==> config.mk <==
export PLATFORM = sky130hd
export DESIGN_NAME = terminated_frame_deframer_flat
export DESIGN_NICKNAME = d
export VERILOG_FILES = /design/src/dfr_pkg.sv /design/src/dfr_in_if.sv /design/src/dfr_out_if.sv /design/src/dfr_cell.sv /design/src/dfr_ctrl.sv /design/src/terminated_frame_deframer.sv /design/src/flat_wrapper.sv
export SDC_FILE = /design/constraint.sdc
export NUM_CORES = 1
export LEC_CHECK = 0
export BUFFER_PORTS_ARGS = -buffer_cell sky130_fd_sc_hd__buf_4
export CORE_ASPECT_RATIO = 1.1
export CORE_UTILIZATION = 40
export DETAILED_ROUTE_END_ITERATION = 16
export HOLD_SLACK_MARGIN = 0.06
export SLEW_MARGIN = 25
export SYNTH_ARGS = -nofsm -noshare
export SYNTH_HDL_FRONTEND = slang
export SYNTH_HIERARCHICAL = 1
export SYNTH_SLANG_ARGS = --single-unit
==> constraint.sdc <==
create_clock -name i_clk -period 3 [get_ports i_clk]
set_input_delay 0.6 -clock i_clk [delete_from_list [all_inputs] [get_ports i_clk]]
set_output_delay 0.6 -clock i_clk [all_outputs]
set_load 0.01 [all_outputs]
==> src/dfr_pkg.sv <==
`default_nettype none

package dfr_pkg;

    // Frame buffer geometry
    localparam int DEPTH = 16;
    localparam int IDX_W = $clog2(DEPTH);
    localparam int CNT_W = $clog2(DEPTH + 1);

    // Config register geometry
    localparam int CFG_W      = 5;
    localparam int CFG_IDX_W  = 1;
    localparam int CMP_W      = (CNT_W > CFG_W) ? CNT_W : CFG_W;

    // Register indexes
    localparam logic [CFG_IDX_W-1:0] CFG_MIN_LEN = 1'd0;
    localparam logic [CFG_IDX_W-1:0] CFG_MAX_LEN = 1'd1;

    // Register reset values
    localparam logic [CFG_W-1:0] MIN_LEN_RST = 5'd3;
    localparam logic [CFG_W-1:0] MAX_LEN_RST = 5'd16;

    // Input commands
    localparam logic CMD_BYTE  = 1'b0;
    localparam logic CMD_CLEAR = 1'b1;

    // Byte constants
    localparam logic [7:0] TERM_BYTE = 8'hFF;
    localparam logic [7:0] LEAD_MASK = 8'h80;

    // Controls from the sequencer to the cell row
    typedef struct packed {
        logic             load;
        logic [IDX_W-1:0] load_idx;
        logic             shift;
    } t_chain_ctl;

endpackage

`default_nettype wire

==> src/dfr_in_if.sv <==
`default_nettype none

interface dfr_in_if;
    logic       valid;
    logic       ready;
    logic       command;
    logic [7:0] data_byte;

    modport source (output valid, output command, output data_byte, input ready);
    modport sink   (input valid, input command, input data_byte, output ready);
endinterface

`default_nettype wire

==> src/dfr_out_if.sv <==
`default_nettype none

interface dfr_out_if;
    logic       valid;
    logic       ready;
    logic [7:0] frame_byte;
    logic       frame_last;

    modport source (output valid, output frame_byte, output frame_last, input ready);
    modport sink   (input valid, input frame_byte, input frame_last, output ready);
endinterface

`default_nettype wire

==> src/dfr_cell.sv <==
`default_nettype none

module dfr_cell (
    input  wire logic                    i_clk,
    input  wire logic [dfr_pkg::IDX_W-1:0] i_idx,
    input  wire dfr_pkg::t_chain_ctl     i_ctl,
    input  wire logic [7:0]              i_data,
    input  wire logic [7:0]              i_next,
    output logic [7:0]                   o_byte
);

    logic [7:0] r_byte;

    // Take the neighbor's byte on a shift, else capture when addressed
    always_ff @(posedge i_clk) begin
        if (i_ctl.shift) begin
            r_byte <= i_next;
        end else if (i_ctl.load && (i_ctl.load_idx == i_idx)) begin
            r_byte <= i_data;
        end
    end

    assign o_byte = r_byte;

endmodule

`default_nettype wire

==> src/dfr_ctrl.sv <==
`default_nettype none

module dfr_ctrl (
    input  wire logic                        i_clk,
    input  wire logic                        i_rst_n,
    input  wire logic                        i_in_valid,
    input  wire logic                        i_in_command,
    input  wire logic [7:0]                  i_in_data,
    output logic                             o_in_ready,
    output logic                             o_out_valid,
    output logic                             o_out_last,
    input  wire logic                        i_out_ready,
    input  wire logic                        i_lead,
    input  wire logic                        i_cfg_we,
    input  wire logic [dfr_pkg::CFG_IDX_W-1:0] i_cfg_idx,
    input  wire logic [dfr_pkg::CFG_W-1:0]   i_cfg_data,
    output dfr_pkg::t_chain_ctl              o_ctl
);

    logic [dfr_pkg::CNT_W-1:0] r_count, n_count;
    logic [dfr_pkg::CNT_W-1:0] r_left, n_left;
    logic [dfr_pkg::CFG_W-1:0] r_min, r_max;

    logic                      w_acc;
    logic                      w_take;
    logic                      w_room;
    logic                      w_lead;
    logic                      w_ok;
    logic [dfr_pkg::CNT_W-1:0] w_len;
    logic [dfr_pkg::CMP_W-1:0] w_len_c;

    // Handshake: input only while no frame streams out
    assign o_in_ready  = (r_left == '0);
    assign o_out_valid = (r_left != '0);
    assign o_out_last  = (r_left == dfr_pkg::CNT_W'(1));
    assign w_acc       = i_in_valid && o_in_ready;
    assign w_take      = o_out_valid && i_out_ready;

    // Frame check on a terminator
    assign w_room  = (r_count < dfr_pkg::CNT_W'(dfr_pkg::DEPTH));
    assign w_len   = r_count + dfr_pkg::CNT_W'(1);
    assign w_len_c = dfr_pkg::CMP_W'(w_len);
    assign w_lead  = (r_count == '0) ? ((i_in_data & dfr_pkg::LEAD_MASK) != '0) : i_lead;
    assign w_ok    = w_room && w_lead
                     && (w_len_c >= dfr_pkg::CMP_W'(r_min))
                     && (w_len_c <= dfr_pkg::CMP_W'(r_max));

    // Drive the cell row
    assign o_ctl.load     = w_acc && (i_in_command == dfr_pkg::CMD_BYTE) && w_room;
    assign o_ctl.load_idx = r_count[dfr_pkg::IDX_W-1:0];
    assign o_ctl.shift    = w_take;

    // Advance count and beats left
    always_comb begin
        n_count = r_count;
        n_left  = r_left;
        priority if (w_acc) begin
            if (i_in_command == dfr_pkg::CMD_CLEAR) begin
                n_count = '0;
            end else if (i_in_data == dfr_pkg::TERM_BYTE) begin
                n_count = '0;
                if (w_ok) begin
                    n_left = w_len;
                end
            end else if (w_room) begin
                n_count = w_len;
            end
        end else if (w_take) begin
            n_left = r_left - dfr_pkg::CNT_W'(1);
        end
    end

    always_ff @(posedge i_clk) begin
        if (!i_rst_n) begin
            r_count <= '0;
            r_left  <= '0;
        end else begin
            r_count <= n_count;
            r_left  <= n_left;
        end
    end

    // Config registers
    always_ff @(posedge i_clk) begin
        if (!i_rst_n) begin
            r_min <= dfr_pkg::MIN_LEN_RST;
            r_max <= dfr_pkg::MAX_LEN_RST;
        end else if (i_cfg_we) begin
            unique case (i_cfg_idx)
                dfr_pkg::CFG_MIN_LEN: r_min <= i_cfg_data;
                dfr_pkg::CFG_MAX_LEN: r_max <= i_cfg_data;
                default: ;
            endcase
        end
    end

endmodule

`default_nettype wire

==> src/terminated_frame_deframer.sv <==
`default_nettype none

// Terminated frame deframer. Each input beat is either a received byte
// (command 0) or a clear (command 1). Bytes are kept in a row of 16 byte
// cells at the position given by the count since the last 0xFF or clear;
// on 0xFF the frame length, terminator included, is checked against
// min_frame_len and max_frame_len (config index 0 and 1, reset 3 and 16)
// and the first byte must have bit 7 set. A good frame of L bytes streams
// out of cell 0, the row shifting one cell toward the output per beat,
// with frame_last on the terminator. A terminator that releases a frame
// of L bytes holds the input off for the L output beats. Overlong runs
// are dropped.
module terminated_frame_deframer (
    input  wire logic                          i_clk,
    input  wire logic                          i_rst_n,
    dfr_in_if.sink                             i_in,
    dfr_out_if.source                          o_out,
    input  wire logic                          i_cfg_we,
    input  wire logic [dfr_pkg::CFG_IDX_W-1:0] i_cfg_idx,
    input  wire logic [dfr_pkg::CFG_W-1:0]     i_cfg_data
);

    dfr_pkg::t_chain_ctl w_ctl;
    logic [7:0]          w_byte [0:dfr_pkg::DEPTH];

    // Sequencer: counts, checks and paces the output
    dfr_ctrl u_ctrl (
        .i_clk        (i_clk),
        .i_rst_n      (i_rst_n),
        .i_in_valid   (i_in.valid),
        .i_in_command (i_in.command),
        .i_in_data    (i_in.data_byte),
        .o_in_ready   (i_in.ready),
        .o_out_valid  (o_out.valid),
        .o_out_last   (o_out.frame_last),
        .i_out_ready  (o_out.ready),
        .i_lead       (w_byte[0][7]),
        .i_cfg_we     (i_cfg_we),
        .i_cfg_idx    (i_cfg_idx),
        .i_cfg_data   (i_cfg_data),
        .o_ctl        (w_ctl)
    );

    // Row of byte cells, cell 0 faces the output
    assign w_byte[dfr_pkg::DEPTH] = '0;

    for (genvar g = 0; g < dfr_pkg::DEPTH; g++) begin : g_cell
        dfr_cell u_cell (
            .i_clk  (i_clk),
            .i_idx  (dfr_pkg::IDX_W'(g)),
            .i_ctl  (w_ctl),
            .i_data (i_in.data_byte),
            .i_next (w_byte[g+1]),
            .o_byte (w_byte[g])
        );
    end

    assign o_out.frame_byte = w_byte[0];

endmodule

`default_nettype wire

==> src/flat_wrapper.sv <==
// flat-port wrapper written by rule: the top's interface ports become plain ports
module terminated_frame_deframer_flat 
  (i_clk, i_rst_n, i_cfg_we, i_cfg_idx, i_cfg_data, i_in_valid, i_in_command, i_in_data_byte, i_in_ready, o_out_valid, o_out_frame_byte, o_out_frame_last, o_out_ready);
  dfr_in_if i_in_i ();
  dfr_out_if o_out_i ();
  input  wire logic i_clk;
  input  wire logic i_rst_n;
  input  wire logic i_cfg_we;
  input  wire logic [dfr_pkg::CFG_IDX_W-1:0] i_cfg_idx;
  input  wire logic [dfr_pkg::CFG_W-1:0] i_cfg_data;
  input wire logic [$bits(i_in_i.valid)-1:0] i_in_valid;
  input wire logic [$bits(i_in_i.command)-1:0] i_in_command;
  input wire logic [$bits(i_in_i.data_byte)-1:0] i_in_data_byte;
  output wire logic [$bits(i_in_i.ready)-1:0] i_in_ready;
  output wire logic [$bits(o_out_i.valid)-1:0] o_out_valid;
  output wire logic [$bits(o_out_i.frame_byte)-1:0] o_out_frame_byte;
  output wire logic [$bits(o_out_i.frame_last)-1:0] o_out_frame_last;
  input wire logic [$bits(o_out_i.ready)-1:0] o_out_ready;
  assign i_in_i.valid = i_in_valid;
  assign i_in_i.command = i_in_command;
  assign i_in_i.data_byte = i_in_data_byte;
  assign i_in_ready = i_in_i.ready;
  assign o_out_valid = o_out_i.valid;
  assign o_out_frame_byte = o_out_i.frame_byte;
  assign o_out_frame_last = o_out_i.frame_last;
  assign o_out_i.ready = o_out_ready;
  terminated_frame_deframer u_core (.i_clk(i_clk), .i_rst_n(i_rst_n), .i_in(i_in_i), .o_out(o_out_i), .i_cfg_we(i_cfg_we), .i_cfg_idx(i_cfg_idx), .i_cfg_data(i_cfg_data));
endmodule
==> results.json, run 1 <==
{
  "slew_viol_final": 0,
  "cts_setup_buffers": 0,
  "drv_cap": 0,
  "gp_congestion": 0.809,
  "max_slew_margin_pct": 40.4,
  "min_period_ns": 2.68,
  "grt_max_degree": 51,
  "finalHoldViolCount": 0,
  "ios": 31,
  "leakage_nw": 3.40,
  "root_buffer": "clkbuf_16",
  "cp_max_fo": 16,
  "hp-class": "input pin to register",
  "end_kind": "register",
  "avgRoutedWirePerCell_um": 16.4,
  "yosysWarnings": 6,
  "numCtsBuffers": 17,
  "path_class": "register to register",
  "synth_edf_count": 128,
  "worst_ep_arrival_time_ns": 2.76,
  "final_antenna_net_count": 0,
  "cts_resized": 0,
  "nets": 684,
  "num_vias": 4451,
  "grt_usage_pct": 16.5,
  "grt_use_met1_pct": 19.8,
  "grt_pass1_wl_um": 24300,
  "postSynthRegisterBits": 148,
  "crit_family": "simple AND/OR/NAND/NOR gates",
  "antenna_found_initial": 0,
  "drc": 0,
  "rows": 52,
  "power.density_mw_per_mm2": 891,
  "vdd_drop_max_mv": 0.424,
  "syn_to_final_growth_pct": 19.3,
  "cts.sinks": 148,
  "post-route-util_pct": 48.8,
  "place_area_mm2": 0.00838,
  "insertion_delay_ns": 0.42,
  "grtUsageMet3_pct": 3.06,
  "final_cells": 906,
  "drt_iter0_drc": 201,
  "worst_pin_slew_ns": 0.886,
  "synth_cell_type_count": 47,
  "path_buf_inv": 3,
  "grt-ovfl-total": 0,
  "dp.cells": 874,
  "tns_ns": 0,
  "drt-pass1-iter-count": 4,
  "use_met2_pct": 28.6,
  "die_w_um": 133,
  "setup-violations-final": 0,
  "cts_buffer_depth": 2,
  "cp.required_ns": 3.08,
  "hpwl_um": 9930,
  "start_util_pct": 40.9,
  "die_area_mm2": 0.0194,
  "n_antenna_cell": 0,
  "synthCells": 536,
  "synth_top_flop_cell": "edfxtp_1",
  "cts_tree": "done",
  "hold_buffers": 0,
  "wirelength_um": 14800,
  "outcome": "completed",
  "period_share_pct": 89.5,
  "power_mw": 8.03,
  "skew_ns": 0.00767,
  "core-area_mm2": 0.0185,
  "crit_path_start_kind": "register",
  "fin_area_mm2": 0.00901,
  "vias_per_cell": 4.91,
  "die_y_um": 146,
  "place_ws_ns": 0.345,
  "clk_pin_slew_ns": 0.06,
  "rsz0062_at_grt": "no",
  "worst_slack_ns": 0.316,
  "hold_slack_ns": 0.402,
  "htreeDepth": 4,
  "critPathMaxStageDelay_ns": 0.63,
  "drive_above_1_share_pct": 32.0,
  "top_usage_layer": "met2",
  "fmax_mhz": 373,
  "async_flop_share_pct": 0,
  "portBuffers": 30,
  "yosysSeqAreaShare_pct": 56.2,
  "syn_area_mm2": 0.00756,
  "synth_area_per_cell_um2": 14.1,
  "cpMaxStageDelayCell": "or4b_1",
  "grt_pass1_vias": 4642,
  "cp_cell_sequence": "inv_1 -> ha_1 -> or4b_1 -> clkinv_8 -> nand2_1 -> nor3_1 -> buf_4 -> a31o_1"
}
==> layout make-up <==
cell class              instances  area [µm²]
clock inverters                13         199
inverters                      17        76.3
well taps                     243         304
multi-input cells             416        3320
clock buffers                  19         433
fillers                      1628        9460
flip-flops and latches        148        4240
repair buffers                 50         438
==> layout by cell type, fill, tap and decap left out, types with 11 or more instances in the layout <==
cell	Yosys	layout
a31o_1	16	16
buf_4	21	45
clkbuf_16	0	17
conb_1	2	72
dfxtp_1	20	20
edfxtp_1	128	128
ha_1	14	14
inv_1	15	15
mux2_2	128	128
nand2_1	14	14
nand3_1	11	11
nor2_1	12	12
nor3_1	18	18
xnor2_1	18	18
xor2_1	49	49
==> layer usage <==
| layer | routed length (µm) | vias up |
|---|---|---|
| li1 | - | 2191 |
| met1 | 6460 | 2170 |
| met2 | 7740 | 69 |
| met3 | 414 | 21 |
| met4 | 228 | 0 |
| met5 | 0 | - |
==> worst min-delay path: cells and delay by family <==
| kind | cells | cell delay [ns] |
|---|---|---|
| mux | 1 | 0.05 |
| buf+inv | 1 | 0.08 |
| simple gates | 1 | 0.06 |
==> cell usage after synthesis, types with 12 or more instances <==
cell type / count / area, µm²
a31o_1: 16 / 140
nor2_1: 12 / 45.0
buf_4: 21 / 158
xnor2_1: 18 / 158
dfxtp_1: 20 / 400
mux2_2: 128 / 1440
ha_1: 14 / 175
nand2_1: 14 / 52.6
nor3_1: 18 / 90.1
edfxtp_1: 128 / 3840
xor2_1: 49 / 429
inv_1: 15 / 56.3
==> sequential cells by signal, indices dropped and copies added (netlist names) <==
signal and count:
u_core/u_ctrl/r_left 5, u_core/u_ctrl/r_max 5, u_core/u_ctrl/r_min 5, u_core/g_cell.u_cell/o_byte 128
u_core/u_ctrl/r_count 5
==> path summary, 6_finish.rpt <==
check | from | end | slack (ns) | cells after the start
worst max-delay path | u_core/u_ctrl/r_left[0] | u_core/g_cell[3].u_cell/o_byte[1] | 0.32 | 8
worst min-delay path | i_cfg_data[0] | u_core/u_ctrl/r_min[0] | 0.40 | 3
worst max register to register | u_core/u_ctrl/r_left[0] | u_core/g_cell[3].u_cell/o_byte[1] | 0.32 | 8
worst min register to register | u_core/u_ctrl/r_max[1] | u_core/u_ctrl/r_max[1] | 0.47 | 2
==> cells by family after synthesis <==
family / Yosys count / share of synthesized area, %
AO/OA/AOI/OAI: 50 / 4.93
multiplexers: 135 / 20.1
adder cells (fa/ha/maj): 14 / 2.32
other: 2 / 0.0994
buffers and inverters: 42 / 3.39
XOR/XNOR: 67 / 7.77
AND/OR/NAND/NOR: 78 / 5.27
flip-flops: 148 / 56.2
==> power breakdown <==
group / internal (mW) / leakage [nW] / switching (mW)
Clock: 1.41 / 0.306 / 0.853
Sequential: 3.28 / 1.36 / 0.213
Combinational: 1.11 / 1.73 / 1.17
No activity file was read; power rests on OpenSTA's default activity.
==> run 2, diff against run 1 <==
--- a/config.mk
+++ b/config.mk
@@ -10,6 +10,7 @@
 export CORE_UTILIZATION = 40
 export DETAILED_ROUTE_END_ITERATION = 16
 export HOLD_SLACK_MARGIN = 0.06
+export SETUP_SLACK_MARGIN = 0.4
 export SLEW_MARGIN = 25
 export SYNTH_ARGS = -nofsm -noshare
 export SYNTH_HDL_FRONTEND = slang
==> run 2 against run 1 <==
Against the previous run: combinational power shrank 3%; critical path depth down 3; first-iteration DRC count is 25% higher; flip-flop and latch count stayed put.
==> results.json, run 2 (synthesis results as in run 1) <==
{
  "drive_above_1_share_pct": 34.2,
  "place_ws_ns": 0.345,
  "grt_pass1_vias": 4706,
  "grt-ovfl-total": 0,
  "worst_ep_arrival_time_ns": 1.83,
  "worst_pin_slew_ns": 0.779,
  "finalHoldViolCount": 0,
  "cts_buffer_depth": 2,
  "wirelength_um": 14800,
  "min_period_ns": 2.43,
  "final_antenna_net_count": 0,
  "drt_iter0_drc": 252,
  "power.density_mw_per_mm2": 890,
  "core-area_mm2": 0.0185,
  "grt_pass1_wl_um": 24300,
  "start_util_pct": 40.9,
  "hold_buffers": 0,
  "min_path_cells": 3,
  "root_buffer": "clkbuf_16",
  "tns_ns": 0,
  "drc": 0,
  "largest_register_ffs": 128,
  "hold_slack_ns": 0.400,
  "clk_pin_slew_ns": 0.06,
  "place_area_mm2": 0.00834,
  "max_slew_margin_pct": 47.6,
  "die_w_um": 133,
  "hp-class": "input pin to register",
  "cts_tree": "done",
  "fin_area_mm2": 0.00898,
  "syn_to_final_growth_pct": 18.9,
  "die_area_mm2": 0.0194,
  "antenna_found_initial": 0,
  "layout_common_cells": "mux2_2 (128), edfxtp_1 (128), conb_1 (72), xor2_1 (49), buf_4 (45)",
  "vias_per_cell": 4.94,
  "numCtsBuffers": 17,
  "grt_usage_pct": 16.4,
  "outcome": "completed",
  "insertion_delay_ns": 0.42,
  "r2r_cells": 9,
  "worst_slack_ns": 0.566,
  "drv_cap": 0,
  "crit_path_start_kind": "register",
  "htreeDepth": 4,
  "path_class": "register to output port",
  "rsz0062_at_grt": "no",
  "avgRoutedWirePerCell_um": 16.4,
  "slew_viol_final": 0,
  "cp.required_ns": 2.40,
  "end_kind": "output port",
  "gp_congestion": 0.801,
  "grt_max_degree": 73,
  "ios": 31,
  "nets": 682,
  "setup-violations-final": 0,
  "skew_ns": 0.0125,
  "leakage_nw": 3.38,
  "period_share_pct": 81.1,
  "die_y_um": 146,
  "drt-pass1-iter-count": 6,
  "fmax_mhz": 411,
  "n_antenna_cell": 0,
  "rows": 52,
  "cts.sinks": 148,
  "cp_max_fo": 8,
  "num_vias": 4462,
  "hpwl_um": 10200,
  "vdd_drop_max_mv": 0.392,
  "portBuffers": 30
}
==> run 2: changes by cell type in the layout (fill, tap and decap cells not counted), sizes merged <==
cell,change
clkinv,-2
clkbuf,-1
bufinv,+1
buf,-2
inv,-1
clkinvlp,+2
==> run 2: through the flow <==
stage / power, mW / utilization (%) / cells
after floorplan: 5.20 / - / 606
after global placement: 5.66 / 45.1 / 872
after detailed placement: 5.75 / 45.1 / 872
after CTS: 8.07 / 48.6 / 903
after global routing: 8.40 / 48.6 / 903
final: 8.00 / 48.6 / 903
==> run 2: worst paths after layout <==
check	startpoint	to	slack [ns]
worst min register to register	u_core/u_ctrl/r_max[1]	u_core/u_ctrl/r_max[1]	0.46
worst min-delay path	i_cfg_data[1]	u_core/u_ctrl/r_min[1]	0.40
worst max-delay path	u_core/u_ctrl/r_left[0]	i_in_ready	0.57
worst max register to register	u_core/u_ctrl/r_count[1]	u_core/u_ctrl/r_left[4]	0.58
==> run 2: critical path: stages (launching register included) <==
cell and delay (ns):
dfxtp_1 0.38, inv_1 0.10, ha_1 0.19, or4b_4 0.54, clkinv_8 0.08, buf_4 0.11
==> run 2: area by class of cell <==
type	instances	area [µm²]
fill	1632	9490
multi-input combinational	416	3340
clock inverter	13	206
tap	243	304
sequential	148	4240
timing repair buffer	48	389
clock buffer	18	429
inverter	17	76.3
==> run 2: where the power goes <==
group          leakage (nW)  switching (mW)  internal, mW
Combinational          1.72            1.14          1.08
Sequential             1.36           0.226          3.28
Clock                 0.298           0.805          1.47
Total                  3.38            2.17          5.82
==> run 2: per-layer routing <==
metal / vias up / track usage [%] / part of all wire [%]
met4: 0 / 6.67 / 1.6
li1: 2195 / - / -
met2: 73 / 30.2 / 55
met5: - / 0 / 0
met1: 2174 / 18.3 / 41
met3: 20 / 3.54 / 2.7
==> run 2: what timing repair did <==
| action | CTS | global route |
|---|---|---|
| endpoints found under the setup margin | 106 | 133 |
| resized for setup | 14 | 4 |
| buffers inserted | 0 | 0 |
==> run 3, diff against run 2 <==
--- a/config.mk
+++ b/config.mk
@@ -5,6 +5,7 @@
 export SDC_FILE = /design/constraint.sdc
 export NUM_CORES = 1
 export LEC_CHECK = 0
+export ABC_AREA = 1
 export BUFFER_PORTS_ARGS = -buffer_cell sky130_fd_sc_hd__buf_4
 export CORE_ASPECT_RATIO = 1.1
 export CORE_UTILIZATION = 40
==> constraint.sdc (replaced) <==
create_clock -name i_clk -period 2.3 [get_ports i_clk]
set_input_delay 0.46 -clock i_clk [delete_from_list [all_inputs] [get_ports i_clk]]
set_output_delay 0.46 -clock i_clk [all_outputs]
set_load 0.01 [all_outputs]
==> run 3 against run 2 <==
Against the previous run: largest cell class unchanged; clock skew is 0.0049 ns lower; sequential share of layout area is 6.4 points lower; final cell count increased by 62%; largest power group is now combinational logic; synthesized cell count rose by 93%; routed wire length rose by 23%; final area increased by 16%.
==> results.json, run 3 <==
{
  "cp.required_ns": 2.61,
  "wl_met2_um": 8980,
  "fill_cells": 1797,
  "core-area_mm2": 0.0199,
  "gp_congestion": 0.780,
  "worstReg2RegEnd": "u_core/u_ctrl/r_left[3]",
  "final_common_cell": "nand2_1",
  "drc": 0,
  "outcome": "completed",
  "finalHoldViolCount": 0,
  "num_vias": 6436,
  "power.density_mw_per_mm2": 1310,
  "min_period_ns": 2.05,
  "path_class": "register to register",
  "numCtsBuffers": 17,
  "cts_buffer_depth": 2,
  "grt_pass1_vias": 5576,
  "synthCells": 1033,
  "yosysWarnings": 6,
  "crit_path_start_kind": "register",
  "htreeDepth": 4,
  "leakage_nw": 4.83,
  "hold_slack_ns": 0.258,
  "wirelength_um": 18200,
  "yosysTopAreaCell": "edfxtp_1",
  "final_antenna_net_count": 0,
  "drt-pass1-iter-count": 7,
  "setup-violations-final": 0,
  "synth.top_cell.area_share_pct": 47.4,
  "tns_ns": 0,
  "drv_cap": 0,
  "vias_per_cell": 4.39,
  "layout_common_cells": "nand2_1 (505), edfxtp_1 (128), inv_1 (106), conb_1 (104), buf_4 (54)",
  "antenna_found_initial": 0,
  "r2r_cells": 14,
  "synth_top_flop_cell": "edfxtp_1",
  "hpwl_um": 11300,
  "period_share_pct": 89.2,
  "worstHoldStart": "i_cfg_data[1]",
  "grt_pass1_wl_um": 27800,
  "dp.cells": 1412,
  "drive_above_1_share_pct": 18.0,
  "insertion_delay_ns": 0.42,
  "r2r_start": "u_core/u_ctrl/r_count[0]",
  "fmax_mhz": 487,
  "cts.sinks": 148,
  "wl_met3_um": 882,
  "hp-class": "input pin to register",
  "syn_area_mm2": 0.00811,
  "r2r_slack_ns": 0.25,
  "die_y_um": 151,
  "yosys-top-cells-count": "nand2_1 (557), edfxtp_1 (128), inv_1 (111)",
  "die_area_mm2": 0.0208,
  "max_slew_margin_pct": 67.3,
  "worst_ep_arrival_time_ns": 2.36,
  "place_area_mm2": 0.00915,
  "cp_max_fo": 5,
  "rows": 54,
  "top_layer_used": "met4",
  "vdd_drop_max_mv": 0.636,
  "async_flop_share_pct": 0,
  "rsz0062_at_grt": "yes",
  "grt-ovfl-total": 0,
  "slew_viol_final": 0,
  "skew_ns": 0.00762,
  "n_antenna_cell": 0,
  "synth_area_leaders": "edfxtp_1 (47%), nand2_1 (26%), inv_1 (5.1%)",
  "wl_met1_um": 7880,
  "worst_pin_slew_ns": 0.486,
  "avgRoutedWirePerCell_um": 12.4,
  "end_kind": "register",
  "hold_buffers": 0,
  "grt_max_degree": 35,
  "post-route-util_pct": 52.4,
  "root_buffer": "clkbuf_16",
  "ios": 31,
  "synth_area_per_cell_um2": 7.85,
  "syn_to_final_growth_pct": 28.5,
  "synth_edf_count": 128,
  "min_path_cells": 3,
  "start_util_pct": 40.8,
  "fin_area_mm2": 0.0104,
  "postSynthRegisterBits": 148,
  "cts_tree": "done",
  "drt_iter0_drc": 317,
  "min_to": "u_core/u_ctrl/r_min[1]",
  "portBuffers": 30,
  "die_w_um": 138,
  "final_cells": 1465,
  "synth.most_common_cell": "nand2_1",
  "grt_usage_pct": 17.8,
  "clk_pin_slew_ns": 0.06,
  "largest_register_ffs": 128,
  "yosysSeqAreaShare_pct": 52.4,
  "synth_cell_type_count": 27,
  "nets": 1234
}
==> run 3: cell types whose count changed in the layout (fill, tap and decap cells not counted), moves of 18 or more <==
cell and delta:
nand2_1 +491, mux2_2 -128, inv_1 +91, nand2_4 +33
conb_1 +32, xor2_1 -31, nor2_1 +24, nand2_2 +21
xnor2_1 -18
==> run 3: how the worst max path moves through the flow <==
stage	startpoint	endpoint	depth (start not counted)
6_report	u_core/u_ctrl/r_count[0]	u_core/u_ctrl/r_left[3]	14
5_1_grt	u_core/u_ctrl/r_count[0]	u_core/u_ctrl/r_left[3]	12
4_1_cts	u_core/u_ctrl/r_count[1]	u_core/u_ctrl/r_left[3]	13
3_5_place_dp	u_core/u_ctrl/r_count[0]	u_core/u_ctrl/r_left[3]	14
3_3_place_gp	u_core/u_ctrl/r_count[0]	u_core/u_ctrl/r_left[3]	14
2_1_floorplan	u_core/u_ctrl/r_left[1]	u_core/g_cell[0].u_cell/o_byte[0]	11
==> run 3: per-stage QoR <==
step,setup WS (ns),total power [mW]
2_1_floorplan,0.261,8.84
3_3_place_gp,0.250,9.80
3_5_place_dp,0.179,9.90
4_1_cts,0.289,13.0
5_1_grt,0.157,14.6
6_report,0.248,13.6
==> run 3: power breakdown <==
group / internal [mW] / switching, mW
Clock: 1.69 / 1.09
Sequential: 4.70 / 0.343
Combinational: 2.04 / 3.77
==> run 3: critical path, stage by stage (launching register included) <==
cell	delay, ns
dfxtp_4	0.38
ha_4	0.19
nand3_4	0.11
xor2_4	0.26
ha_4	0.26
nand2_4	0.08
nor2_4	0.03
nand2_1	0.06
nand3_2	0.06
nand2_2	0.08
nand3_4	0.11
nand2_4	0.14
nand2_4	0.06
nand2_2	0.08
a21oi_2	0.05
==> run 3: layout make-up <==
type                       instances  area [µm²]  share of cell area, %
sequential                       148        4260                   40.9
multi-input combinational        836        4140                   39.7
timing repair buffer              66         592                   5.68
inverter                         129         512                   4.91
clock buffer                      17         425                   4.08
tap                              252         315                   3.03
clock inverter                    15         163                   1.56
timing repair inverter             2        17.5                  0.168
==> run 3: cell families after synthesis <==
logic type / Yosys count / share of synthesized area, %
XOR/XNOR: 21 / 2.27
AO/OA/AOI/OAI: 52 / 3.57
other: 2 / 0.0927
flip-flops: 148 / 52.4
adder cells (fa/ha/maj): 14 / 2.16
buffers and inverters: 152 / 8.86
AND/OR/NAND/NOR: 644 / 30.7
==> run 3: what timing repair did <==
action / 4_1_cts / 5_1_grt
gates resized for setup: 21 / 103
pin swaps: 27 / 39
buffers inserted: 8 / 9
setup endpoints to repair: 180 / 150
gates cloned: 2 / 2
==> run 3: routing by layer <==
layer / GRT usage, % / vias up
met5: 0 / -
met1: 21.9 / 2836
met4: 7.50 / 0
met2: 29.2 / 139
met3: 4.79 / 23
li1: - / 3438
